--- src/rtl/core/assert_macros.svh ---
// Assertion macros shared by the RTL of the piezo kick detector.
// No dependencies; synthesis builds see empty macro bodies.
`ifndef ASSERT_MACROS_SVH
`define ASSERT_MACROS_SVH
`ifndef SYNTHESIS
`define ASSERT_PROP(label, clk, rst_n, prop, msg) \
	label: assert property (@(posedge clk) disable iff (!rst_n) prop) else $error(msg);
`define ASSERT_NEVER(label, clk, rst_n, expr, msg) \
	label: assert property (@(posedge clk) disable iff (!rst_n) !(expr)) else $error(msg);
`else
`define ASSERT_PROP(label, clk, rst_n, prop, msg)
`define ASSERT_NEVER(label, clk, rst_n, expr, msg)
`endif
`endif

--- src/rtl/core/pkd_div.sv ---
// Restoring divider, one quotient bit per cycle.
// No dependencies.
module pkd_div #(
	parameter int DIVIDEND_W = 18,
	parameter int DIVISOR_W = 7
) (
	input  logic                  clk,
	input  logic                  arst_n,
	input  logic                  start,
	input  logic [DIVIDEND_W-1:0] dividend,
	input  logic [DIVISOR_W-1:0]  divisor,
	output logic                  done,
	output logic [DIVIDEND_W-1:0] quotient
);

	localparam int CNT_W = $clog2(DIVIDEND_W);

	logic                  busy_q;
	logic                  done_q;
	logic [CNT_W-1:0]      cnt_q;
	logic [DIVISOR_W-1:0]  rem_q;
	logic [DIVIDEND_W-1:0] quot_q;
	logic [DIVISOR_W-1:0]  dsr_q;
	logic [DIVISOR_W:0]    trial;
	logic [DIVISOR_W:0]    diff;
	logic                  ge;
	logic [DIVISOR_W-1:0]  rem_nx;

	always_comb begin
		trial  = {rem_q, quot_q[DIVIDEND_W-1]};
		diff   = trial - {1'b0, dsr_q};
		ge     = trial >= {1'b0, dsr_q};
		rem_nx = ge ? diff[DIVISOR_W-1:0] : trial[DIVISOR_W-1:0];
	end

	always_ff @(posedge clk or negedge arst_n) begin
		if (!arst_n) begin
			busy_q <= 1'b0;
			done_q <= 1'b0;
			cnt_q  <= '0;
		end else begin
			done_q <= 1'b0;
			if (start) begin
				busy_q <= 1'b1;
				cnt_q  <= CNT_W'(DIVIDEND_W - 1);
			end else if (busy_q) begin
				if (cnt_q == '0) begin
					busy_q <= 1'b0;
					done_q <= 1'b1;
				end else begin
					cnt_q <= cnt_q - 1'b1;
				end
			end
		end
	end

	always_ff @(posedge clk) begin
		if (start) begin
			rem_q  <= '0;
			quot_q <= dividend;
			dsr_q  <= divisor;
		end else if (busy_q) begin
			rem_q  <= rem_nx;
			quot_q <= {quot_q[DIVIDEND_W-2:0], ge};
		end
	end

	assign done     = done_q;
	assign quotient = quot_q;

endmodule

--- config.mk ---
export PLATFORM = sky130hd
export DESIGN_NAME = pkd_div
export DESIGN_NICKNAME = d
export VERILOG_FILES = /design/src/rtl/core/assert_macros.svh /design/src/rtl/core/pkd_div.sv
export SDC_FILE = /design/constraint.sdc
export NUM_CORES = 1
export LEC_CHECK = 0
export BUFFER_PORTS_ARGS = -buffer_cell sky130_fd_sc_hd__buf_4
export CORE_MARGIN = 2
export CORE_UTILIZATION = 45
export CTS_CLUSTER_DIAMETER = 60
export DETAILED_ROUTE_END_ITERATION = 6
export HOLD_SLACK_MARGIN = 0.03
export MAX_ROUTING_LAYER = met4
export PLACE_DENSITY = 0.78
export SLEW_MARGIN = 20
export SYNTH_ARGS = -nofsm -noshare
export SYNTH_HDL_FRONTEND = slang
export SYNTH_SLANG_ARGS = --single-unit
--- constraint.sdc ---
create_clock -name clk -period 2.1 [get_ports clk]
set_input_delay 0.105 -clock clk [delete_from_list [all_inputs] [get_ports clk]]
set_output_delay 0.105 -clock clk [all_outputs]
set_load 0.005 [all_outputs]
# Word-level counts from Yosys, hierarchy flattened
# Index checks and enable logic that the tools add are counted.
[totals]
regBits = 39
latchBits = 0
mem_bits_rw = 0
romBits = 0
inputBits = 28
output_inout_bits = 19
wordCells = 25
n_memories = 0
[op_classes]
n_addsub = 2
multipliers = 0
div = 0
n_lt_le_gt_ge = 1
n_eq_ne = 1
n_shift = 0
mux = 12
n_bitwise = 0
reduce_logical = 3
[op_table]
columns = ["cell", "count"]
rows = [
  ["two-way mux 18 bit", 2],
  ["two-way mux 5 bit", 3],
  ["greater-or-equal comparator 8 x 7 -> 1 bit", 1],
  ["two-way mux 7 bit", 1],
  ["subtractor 7 bit", 1],
  ["two-way mux 1 bit", 6],
  ["zero test 5 bit", 1],
  ["subtractor 5 x 1 -> 5 bit (second input constant)", 1],
  ["!= test 2 bit (second input constant)", 1],
  ["AND reduction 2 bit", 1],
  ["nonzero test 2 bit", 1],
]

# Logic depth before layout (Yosys ltp)
[depth]
ltp_word = 4
depth_mapped = 9
mapped_depth_nobuf = 7

# Least setup slack after synthesis
# OpenSTA, ideal clock, no wires.
[synth_path]
path_kind = "reg-to-reg"
from = "register quot_q[17], in the netlist quotient[17]"
to = "register rem_q[0]"
setup_time_ns = 0.088
t_arrival_ns = 2.096
required_time_ns = 2.012
path_slack_ns = -0.084
stages_incl_launch_ff = 10
path_buffers = 2
synth_period_minus_slack_ns = 2.184
path_cell_list = "edfxtp_1 -> inv_1 -> ha_1 -> fa_1 -> nand2b_1 -> a211o_1 -> buf_6 -> and3_1 -> buf_6 -> a311oi_2"
[synth_between]
elab_chain_cells = 2
elab_cells_between_ends = 3
classes_between = "add/sub (1); order compare (1); mux (1)"
[synth_rtl]
columns = ["item", "line", "source"]
rows = [
  ["from (decl)", "pkd_div.sv:22", "logic [DIVIDEND_W-1:0] quot_q;"],
  ["from (signal assigned)", "pkd_div.sv:60", "quot_q <= dividend;"],
  ["from (signal assigned)", "pkd_div.sv:64", "quot_q <= {quot_q[DIVIDEND_W-2:0], ge};"],
  ["subtractor 7 bit / greater-or-equal comparator 8 x 7 -> 1 bit (equally long branches)", "pkd_div.sv:31, pkd_div.sv:32", ""],
  ["two-way mux 7 bit *", "pkd_div.sv:33", "rem_nx = ge ? diff[DIVISOR_W-1:0] : trial[DIVISOR_W-1:0];"],
  ["to (signal assigned)", "pkd_div.sv:63", "rem_q <= rem_nx;"],
  ["to (decl)", "pkd_div.sv:21", "logic [DIVISOR_W-1:0] rem_q;"],
]
# Mark *: on every way between the ends. The rest lies on a longest branch, timed or not.
# A chain may end at the register's enable or synchronous reset.

# Worst setup path after layout
# Ends and elaborated chain as after synthesis.

==> impl_metrics.json <==
{
  "outcome": "finished, final reports clean",
  "finalCritPeriodShare_pct": 95.1,
  "grt_max_degree": 39,
  "grt_overflow": 0,
  "start_kind": "flip-flop",
  "cts_buffer_depth": 2,
  "antenna_found_initial": 0,
  "antenna_cells": 0,
  "cts_tree": "built",
  "async_reset_ff_share_pct": 17.9,
  "ys_ff_latch": 39,
  "route.detailed.drc": 0,
  "syn_avg_cell_area_um2": 11.7,
  "period_needed_ps": 2000,
  "area_growth_pct": 26.8,
  "wl_met1_um": 1900,
  "worst-path-max-fanout": 6,
  "nets": 274,
  "rows": 25,
  "drt_iter0_markers": 70,
  "r2r_cells": 7,
  "tns_ps": 0,
  "top_layer": "met4",
  "grt_pass1_vias": 1448,
  "globalplace.congestion": 0.812,
  "ys.flop_type": "edfxtp_1",
  "yosys.area.top_type": "edfxtp_1",
  "yosysTopAreaCellShare_pct": 35.2,
  "arrival_ps": 2200,
  "ys_types": 47,
  "maxSlewHeadroom_pct": 73.4,
  "worst-setup-path-type": "flip-flop to flip-flop",
  "finalPower_mw": 2.81,
  "insertion_delay_ps": 290,
  "yosys-top-cells-area": "edfxtp_1, mux2_2, dfrtp_1",
  "die_x_um": 72.8,
  "seq_area_frac_synth_pct": 50.0,
  "synth_edf_count": 25,
  "powerDensity_mw_per_mm2": 1040,
  "drive_above_1_share_pct": 37.8,
  "grt_pass1_wl_um": 6730,
  "maxCapViolations": 0,
  "cts_inserted_buffers": 5,
  "die_h_um": 72.8,
  "dr_wl_met2_um": 2050,
  "p_leak_nw": 1.13,
  "io_pins": 47,
  "cp.required_ps": 2300,
  "rsz0062_at_grt": "false",
  "min_path_type": "input pin to flip-flop",
  "tightest_slew_ps": 398,
  "dr.pass1.iters": 4,
  "fillCellCount": 381,
  "whs_path_depth": 2,
  "final_common_cell": "buf_4",
  "core_area_mm2": 0.00463,
  "routedWlPerCell_um": 14.1,
  "htree_levels": 2,
  "hpwl_um": 2940,
  "layout_common_cells": "buf_4, edfxtp_1, mux2_2, inv_1, nor2_1",
  "start_util_pct": 46.0,
  "syn_area_mm2": 0.00213,
  "finalHoldViolCount": 0,
  "setup_viol": 0,
  "io_buffers": 46,
  "end_kind": "flip-flop",
  "skew_ps": 6.23,
  "detail-route-antenna-nets": 0,
  "route.met3.wl_um": 103,
  "path_clk_slew_ps": 80,
  "synth_nets": 219,
  "die_area_mm2": 0.00530,
  "ys_warn_count": 0,
  "fmax_mhz": 501,
  "peakVddDrop_mv": 0.628,
  "vias_per_cell": 5.35,
  "numClockSinks": 39,
  "finalCoreUtilization_pct": 58.4,
  "slew_violations": 0,
  "totalWireLength_um": 4120,
  "num_vias": 1561,
  "grt_use_total_pct": 16.9,
  "cts_root_buf": "clkbuf_8",
  "synthCells": 182
}
synth_stat cells (2+ instances only):
cell and count:
a211oi_1 3, a21o_1 5, a21oi_1 3, a311oi_2 2, a31oi_1 2, a41oi_1 4
and3_1 2, buf_1 3, buf_6 2, clkbuf_1 5, dfrtp_1 7, dfxtp_1 7
edfxtp_1 25, ha_1 8, inv_1 13, mux2_2 17, nand2_1 7, nand2b_1 6
nand3_1 3, nand3b_1 3, nand4_1 2, nor2_1 13, nor3b_1 6, o211ai_1 2
o21ai_0 3, o21bai_1 3, o31ai_2 2, or3b_2 2, xnor2_1 2, xor2_1 3
final timing paths:
path	endpoint	slack (ps)	start
min in group asynchronous	cnt_q[4]	150	arst_n
hold / removal	quotient[12]	110	dividend[12]
setup reg to reg	rem_q[0]	100	quotient[17]
setup / recovery	rem_q[0]	100	quotient[17]
hold reg to reg	cnt_q[4]	480	cnt_q[4]
max in group asynchronous	cnt_q[1]	1820	arst_n
kinds of logic (layout without fill, tap and decap cells):
family          count (synthesis)  in the layout  synth area share [%]
simple gates                   50             50                  13.3
flops                          39             39                  50.0
compound gates                 36             36                  14.2
buf+inv                        25             81                  5.34
mux                            18             18                  9.45
fa+ha+maj                       9              9                  5.64
xor+xnor                        5              5                  2.06
stage by stage:
step | instances | area (µm²) | worst slack (ps) | hold slack, ps
after floorplan | 182 | 2140 | 17.0 | -191
after global placement | 276 | 2540 | 128 | -77.7
after detailed placement | 276 | 2540 | 59.6 | -76.1
after CTS | 292 | 2700 | 33.9 | 106
after global routing | 292 | 2700 | 0.447 | 97.2
final | 292 | 2700 | 102 | 110
layout make-up:
cell class	count	area [µm²]	area share (%)
flip-flops and latches	39	1070	39.4
multi-input cells	118	965	35.7
repair buffers	60	470	17.4
clock buffers	6	72.6	2.69
well taps	54	67.6	2.50
inverters	13	48.8	1.81
clock inverters	2	12.5	0.463
power breakdown:
group	internal, mW	switching (mW)	total [mW]
registers	1.01	0.127	1.13
logic	0.605	0.568	1.17
clock network	0.232	0.271	0.504
total	1.84	0.966	2.81
what timing repair did:
action                                 4_1_cts  5_1_grt
endpoints found under the hold margin       14        0
setup endpoints to repair                    0        2
setup buffers                                0        0
hold buffers                                 8        0
resized for setup                            0        2
registers in the layout (all words and copies together), names as in the netlist:
name,cells
busy_q,1
cnt_q,5
done,1
dsr_q,7
quotient,18
rem_q,7
worst max-delay path, stage by stage, from the launching register on:
cell and delay [ps]:
edfxtp_1 350, inv_1 60, ha_2 190, fa_2 350
nand2b_4 160, a211o_1 270, and3_2 280, a311oi_2 260
metal layers:
metal,GRT usage (%),vias to the layer above
met5,-,-
met4,6.17,0
met3,3.73,5
met2,25.7,21
met1,22.2,759
li1,-,776
Note: power is estimated with default switching activity, not from simulation.
