`src/rtl/core/assert_macros.svh`:
```
// Assertion macros shared by the RTL of the piezo kick detector.
// No dependencies; synthesis builds see empty macro bodies.
`ifndef ASSERT_MACROS_SVH
`define ASSERT_MACROS_SVH
`ifndef SYNTHESIS
`define ASSERT_PROP(label, clk, rst_n, prop, msg) \
	label: assert property (@(posedge clk) disable iff (!rst_n) prop) else $error(msg);
`define ASSERT_NEVER(label, clk, rst_n, expr, msg) \
	label: assert property (@(posedge clk) disable iff (!rst_n) !(expr)) else $error(msg);
`else
`define ASSERT_PROP(label, clk, rst_n, prop, msg)
`define ASSERT_NEVER(label, clk, rst_n, expr, msg)
`endif
`endif

```
`src/rtl/core/pkd_ram.sv`:
```
// Generic single-port-write, single-port-read RAM with a registered read.
// No dependencies.
module pkd_ram #(
	parameter int WIDTH = 8,
	parameter int DEPTH = 16
) (
	input  logic                                  clk,
	input  logic                                  we,
	input  logic [(DEPTH > 1 ? $clog2(DEPTH) : 1)-1:0] waddr,
	input  logic [WIDTH-1:0]                      wdata,
	input  logic                                  re,
	input  logic [(DEPTH > 1 ? $clog2(DEPTH) : 1)-1:0] raddr,
	output logic [WIDTH-1:0]                      rdata
);

	logic [WIDTH-1:0] mem [DEPTH];

	always_ff @(posedge clk) begin
		if (we) begin
			mem[waddr] <= wdata;
		end
		if (re) begin
			rdata <= mem[raddr];
		end
	end

endmodule

```
`config.mk`:
```
export PLATFORM = sky130hd
export DESIGN_NAME = pkd_ram
export DESIGN_NICKNAME = d
export VERILOG_FILES = /design/src/rtl/core/assert_macros.svh /design/src/rtl/core/pkd_ram.sv
export SDC_FILE = /design/constraint.sdc
export NUM_CORES = 1
export LEC_CHECK = 0
export BUFFER_PORTS_ARGS = -buffer_cell sky130_fd_sc_hd__buf_2
export CORE_MARGIN = 5
export CORE_UTILIZATION = 30
export DETAILED_ROUTE_END_ITERATION = 6
export GPL_TIMING_DRIVEN = 0
export PLACE_DENSITY = 0.49
export REMOVE_ABC_BUFFERS = 1
export SYNTH_ARGS = -nofsm -noshare
export SYNTH_HDL_FRONTEND = slang
export SYNTH_SLANG_ARGS = --single-unit
```
`constraint.sdc`:
```
create_clock -name clk -period 1.8 [get_ports clk]
set_input_delay 0.18 -clock clk [delete_from_list [all_inputs] [get_ports clk]]
set_output_delay 0.18 -clock clk [all_outputs]
set_load 0.005 [all_outputs]
```
; Word-level counts from Yosys, hierarchy flattened
; Memory sizes are Yosys's and may differ from the RTL's. A register that Yosys moved wholly into a read port is not among the register bits.
; Cells that the tools add are included.
[totals]
register_bits = 0
output_inout_bits = 8
mem_bits_rw = 128
n_memories = 1
[mem_list]
columns = name, words, word_bits, rd, rd_ports_with_merged_regs, wr, line
row1 = mem, 16, 8, 1, 1, 1, pkd_ram.sv:16  ; logic [WIDTH-1:0] mem [DEPTH];
[classes]
muxes = 2
[op_table]
columns = op, count
row1 = two-way mux 1 bit, 2

; Longest topological paths before layout
; Gate-level depths: netlist of run 1.
[logic_depth]
ltp_word = 2
depth_mapped = 5
ltp_nobuf = 3

; Worst setup path after synthesis of run 1
; Ideal clock, no wire load.
[synth_path]
kind = in2reg
startpoint = input port waddr[2] (netlist bit)
endpoint = memory mem[0][0], enable pin
setup_ns = 0.383
setup_slack_ns = 0.127
path_stages = 2
required_ns = 1.417
arrival_ns = 1.290
path_buffers = 0
path_cell_list = or3b_2 nor3_1
[synth_rtl]
columns = item, line
row1 = start: declaration, pkd_ram.sv:9  ; input logic [(DEPTH > 1 ? $clog2(DEPTH) : 1)-1:0] waddr,
row2 = end: declaration, pkd_ram.sv:16
; No word-level cell before the write port.

==> results.sh, run 1 <==
export IMPL_status="completed"
export IMPL_drv_cap=0
export IMPL_drcViolationCount=0
export IMPL_place_congestion=0.695
export IMPL_power_mw=7.22
export IMPL_insertion_delay_ns=0.41
export IMPL_crit_chain="buf_4 > mux4_1 > a22oi_1 > nand2_1"
export IMPL_io_buffer_count=26
export IMPL_pwr_share_clk_pct=46.0
export IMPL_hold_violations=0
export IMPL_routedWlPerCell_um=20.3
export IMPL_htree_levels=4
export IMPL_cts_tree="yes"
export IMPL_p_leak_nw=2.00
export IMPL_vias=2368
export IMPL_post_place_ws_ns=-0.662
export IMPL_p_sw_mw=1.39
export IMPL_wl_mm=10.2
export IMPL_rrSetupSlack_ns=0.22
export IMPL_dp_cells=471
export IMPL_rsz0062_at_grt="false"
export IMPL_drt_pass1_iter_count=4
export IMPL_setup_ws_ns=0.165
export IMPL_synth_edff_count=136
export IMPL_core_area_um2=17200
export IMPL_die_x_um=142
export IMPL_holdWs_ns=0.110
export IMPL_synthCells=229
export IMPL_die_h_um=142
export IMPL_hp_class="input pin to flip-flop"
export IMPL_sw_frac_of_total_pct=19.3
export IMPL_use_met1_pct=14.3
export IMPL_finalCritPeriodShare_pct=90.8
export IMPL_setup_tns_final_ns=0
export IMPL_grt_pass1_vias=2466
export IMPL_max_freq_ghz=0.612
export IMPL_layout_cells_non_filler=503
export IMPL_required_ns=1.95
export IMPL_ys_warnings_count=0
export IMPL_syn2layout_area_growth_pct=17.5
export IMPL_ys_ff_latch=136
export IMPL_use_met3_pct=3.39
export IMPL_finalSetupViolCount=0
export IMPL_p_per_area_nw_per_um2=1180
export IMPL_p_int_mw=5.82
export IMPL_end_kind="flip-flop"
export IMPL_slowest_delay_ns=0.63
export IMPL_grt_pass1_wl_mm=15.5
export IMPL_drt_vias_per_instance=4.71
export IMPL_comb_power_share_pct=4.3
export IMPL_maxSlewHeadroom_pct=37.5
export IMPL_path_class="input pin to flip-flop"
export IMPL_syn_area_um2=5230
export IMPL_nFillCells=1615
export IMPL_drv_slew=0
export IMPL_cts_clk_slew_worst_paths_ns=0.06
export IMPL_async_flop_share_pct=0
export IMPL_numCtsBuffers=17
export IMPL_post_cts_buffers=0
export IMPL_start_util_pct=30.4
export IMPL_diodes=0
export IMPL_max_slew_worst_pin_slew_ns=0.934
export IMPL_grt_use_met2_pct=17.0
export IMPL_nets=284
export IMPL_pin_count=27
export IMPL_synth_flop_cell="edfxtp_1"
export IMPL_crit_fanout=32
export IMPL_grt_max_degree=33
export IMPL_critPathSlowestCell="mux4_1"
export IMPL_min_period_ns=1.63
export IMPL_ctsLongestPathBuffers=2
export IMPL_yosysSeqAreaShare_pct=78.1
export IMPL_placed_area_um2=5570
export IMPL_skew_ns=0.00492
export IMPL_dp_hpwl_mm=6.30
export IMPL_final_area_um2=6140
export IMPL_antenna_found_initial=0
export IMPL_drive_gt1_share_pct=26.6
export IMPL_grt_overflow=0
export IMPL_drtAntennaViolNets=0
export IMPL_ctsRootBufferMaster="clkbuf_16"
export IMPL_row_count=48
export IMPL_yosys_cell_types_count=18
export IMPL_cts_hold_buffers=0
export IMPL_grt_busiest_layer="met2"
export IMPL_cp_start_kind="input pin"
export IMPL_clock_sinks=136
export IMPL_grt_usage_pct=11.0
export IMPL_die_area_um2=20200
export IMPL_worstPathArrival_ns=1.79
export IMPL_ir_drop_mv=0.629
export IMPL_avgSynthCellArea_um2=22.8
export IMPL_drt_iter0_drc=162
export IMPL_seq_power_share_pct=49.7
export IMPL_finish_utilization_pct=35.8
-- layout make-up --
class	instances	area [um2]	share of cell area (%)
Timing Repair Buffer	27	138	2.24
Sequential cell	136	4080	66.5
Tap cell	225	282	4.58
Clock buffer	18	429	6.99
Multi-Input combinational cell	83	1070	17.5
Clock inverter	14	138	2.24
-- final timing paths --
path,startpoint,to,cells after the start
worst min-delay path,re,rdata[3],1
worst max-delay path,raddr[0],rdata[5],4
worst min register to register,mem[12][3],rdata[3],3
worst max register to register,mem[1][5],rdata[5],3
-- power groups by stage --
| stage | combinational [mW] | sequential [mW] | clock, mW |
|---|---|---|---|
| after floorplan | 0.142 | 3.65 | 0 |
| after global placement | 0.314 | 3.65 | 0 |
| after detailed placement | 0.321 | 3.65 | 0 |
| after CTS | 0.321 | 3.59 | 3.39 |
| after global routing | 0.343 | 3.59 | 3.52 |
| final | 0.313 | 3.58 | 3.32 |
-- synthesized netlist by cell type, drive strengths merged (2+ instances only) --
| master | instances | area share [%] |
|---|---|---|
| nand2b | 2 | 0.24 |
| nor3 | 4 | 0.38 |
| nand3b | 2 | 0.29 |
| a22oi | 16 | 2.3 |
| nor2 | 13 | 0.93 |
| mux4 | 32 | 15 |
| buf | 7 | 1.1 |
| nand2 | 9 | 0.65 |
| edfxtp | 136 | 78 |
| clkdlybuf4s25 | 3 | 0.57 |
-- logic make-up (layout without fill, tap and decap cells) --
logic type	after synthesis	count (layout)	share of synthesized area, %
AOI/OAI and AO/OA	16	16	2.30
buffers and inverters	10	59	1.65
DFF	136	136	78.1
muxes	32	32	14.8
and+or+nand+nor	35	35	3.14
-- repair_timing --
| item | in CTS | in global routing |
|---|---|---|
| gates resized for setup | 1 | 0 |
| setup endpoints to repair | 8 | 0 |
| hold endpoints to repair | 0 | 0 |
-- registers in the layout (all words and copies together), names as in the netlist --
register	cells
rdata	8
mem	128
-- critical path, delay by kind of cell --
kind                   cells  cell delay, ns
muxes                      1            0.63
buffers and inverters      1            0.49
AOI/OAI and AO/OA          1            0.37
and+or+nand+nor            1            0.10
-- layout by cell type (no fill, tap or decap), types with 2 or more instances in the layout --
cell type / instances
edfxtp_1: 136
buf_2: 26
mux4_2: 18
clkbuf_16: 17
a22oi_1: 16
mux4_1: 14
nor2_1: 13
nand2_1: 9
clkinv_1: 6
clkinv_2: 5
nor3_2: 3
bufinv_16: 3
nand3b_1: 2
nand2b_1: 2
-- routing by layer --
metal  routed length (um)  vias to the layer above
li1                     -                     1059
met5                    0                        -
met1                 4480                     1243
met2                 5190                       54
met4                  125                        0
met3                  424                       12
Note: power is estimated with default switching activity, not from simulation.
==> run 2, diff against run 1 <==
Clock period 1.8 ns to 1.7 ns, I/O delays scaled along.
==> run 2 against run 1 <==
Combinational power up 6%. First-iteration DRC count grew 9.9%. Routed wire length about the same. Highest routed layer unchanged.
==> results.sh, run 2 (synthesis results as in run 1) <==
export IMPL_min_period_ns=1.58
export IMPL_rsz0062_at_grt="false"
export IMPL_start_util_pct=30.4
export IMPL_power_mw=7.65
export IMPL_nFillCells=1613
export IMPL_holdWs_ns=0.0989
export IMPL_ctsRootBufferMaster="clkbuf_16"
export IMPL_cp_start_kind="flip-flop"
export IMPL_path_class="flip-flop to flip-flop"
export IMPL_max_slew_worst_pin_slew_ns=0.935
export IMPL_drt_iter0_drc=178
export IMPL_nets=284
export IMPL_dp_hpwl_mm=6.30
export IMPL_finalCritPeriodShare_pct=92.8
export IMPL_grt_overflow=0
export IMPL_drv_slew=0
export IMPL_die_x_um=142
export IMPL_cts_tree="yes"
export IMPL_hp_class="input pin to flip-flop"
export IMPL_setup_tns_final_ns=0
export IMPL_die_h_um=142
export IMPL_drive_gt1_share_pct=26.6
export IMPL_largest_register="mem"
export IMPL_setup_ws_ns=0.123
export IMPL_ctsLongestPathBuffers=2
export IMPL_grt_usage_pct=11.0
export IMPL_drcViolationCount=0
export IMPL_finish_utilization_pct=35.8
export IMPL_grt_pass1_wl_mm=15.5
export IMPL_ir_drop_mv=0.672
export IMPL_place_congestion=0.695
export IMPL_post_place_ws_ns=-0.752
export IMPL_final_cell_mix="edfxtp_1, buf_2, mux4_2, clkbuf_16, a22oi_1"
export IMPL_worstPathArrival_ns=1.73
export IMPL_p_leak_nw=2.00
export IMPL_htree_levels=4
export IMPL_insertion_delay_ns=0.41
export IMPL_crit_fanout=1
export IMPL_grt_max_degree=33
export IMPL_cts_hold_buffers=0
export IMPL_wl_mm=10.2
export IMPL_die_area_um2=20200
export IMPL_maxSlewHeadroom_pct=37.4
export IMPL_diodes=0
export IMPL_placed_area_um2=5570
export IMPL_drv_cap=0
export IMPL_syn2layout_area_growth_pct=17.6
export IMPL_hold_violations=0
export IMPL_top_regs="mem: 128 flops, rdata: 8 flops"
export IMPL_layout_commonest_cell="edfxtp_1"
export IMPL_end_kind="flip-flop"
export IMPL_io_buffer_count=26
export IMPL_core_area_um2=17200
export IMPL_status="completed"
export IMPL_vias=2364
export IMPL_drtAntennaViolNets=0
export IMPL_cts_clk_slew_worst_paths_ns=0.06
export IMPL_required_ns=1.86
export IMPL_routedWlPerCell_um=20.3
export IMPL_drt_vias_per_instance=4.70
export IMPL_antenna_found_initial=0
export IMPL_layout_cells_non_filler=503
export IMPL_p_per_area_nw_per_um2=1240
export IMPL_post_cts_buffers=0
export IMPL_skew_ns=0.00523
export IMPL_numCtsBuffers=17
export IMPL_clock_sinks=136
export IMPL_final_area_um2=6150
export IMPL_grt_pass1_vias=2466
export IMPL_pin_count=27
export IMPL_dp_cells=471
export IMPL_largest_reg_flops=128
export IMPL_finalSetupViolCount=0
export IMPL_max_freq_ghz=0.634
export IMPL_drt_pass1_iter_count=4
export IMPL_row_count=48
## run 2: cell counts in the layout (fill, tap and decap cells not counted)
No cell type changed its count.
## run 2: worst paths after layout
check,slack (ns),depth (start not counted),endpoint,start
max,0.12,3,rdata[5],mem[0][5]
min,0.1,1,rdata[6],re
max reg2reg,0.12,3,rdata[5],mem[0][5]
min reg2reg,0.75,3,rdata[3],mem[12][3]
## run 2: layout make-up
cell class / instances / area, um2 / share of cell area, %
Sequential cell: 136 / 4080 / 66.4
Multi-Input combinational cell: 83 / 1070 / 17.4
Clock buffer: 18 / 429 / 6.98
Tap cell: 225 / 282 / 4.58
Timing Repair Buffer: 27 / 141 / 2.30
Clock inverter: 14 / 138 / 2.24
## run 2: metal layers
| metal | routed length [um] | track usage (%) | part of all wire, % |
|---|---|---|---|
| met1 | 4430 | 14.3 | 43 |
| met4 | 154 | 5.00 | 1.5 |
| met2 | 5200 | 17.0 | 51 |
| met3 | 436 | 3.39 | 4.3 |
| met5 | 0 | 0 | 0 |
## run 2: worst max-delay path: stages (launching register included)
cell and delay [ns]:
edfxtp_1 0.36, mux4_1 0.49, a22oi_1 0.37, nand2_1 0.10
## run 2: power by group
part | total [mW] | internal, mW | switching (mW)
clock | 3.52 | 2.26 | 1.27
sequential | 3.80 | 3.78 | 0.0148
combinational | 0.332 | 0.132 | 0.200
total | 7.65 | 6.17 | 1.48
## run 2: what timing repair did
item	CTS	global route
setup endpoints to repair	8	1
resized for setup	1	1
cloned	0	0
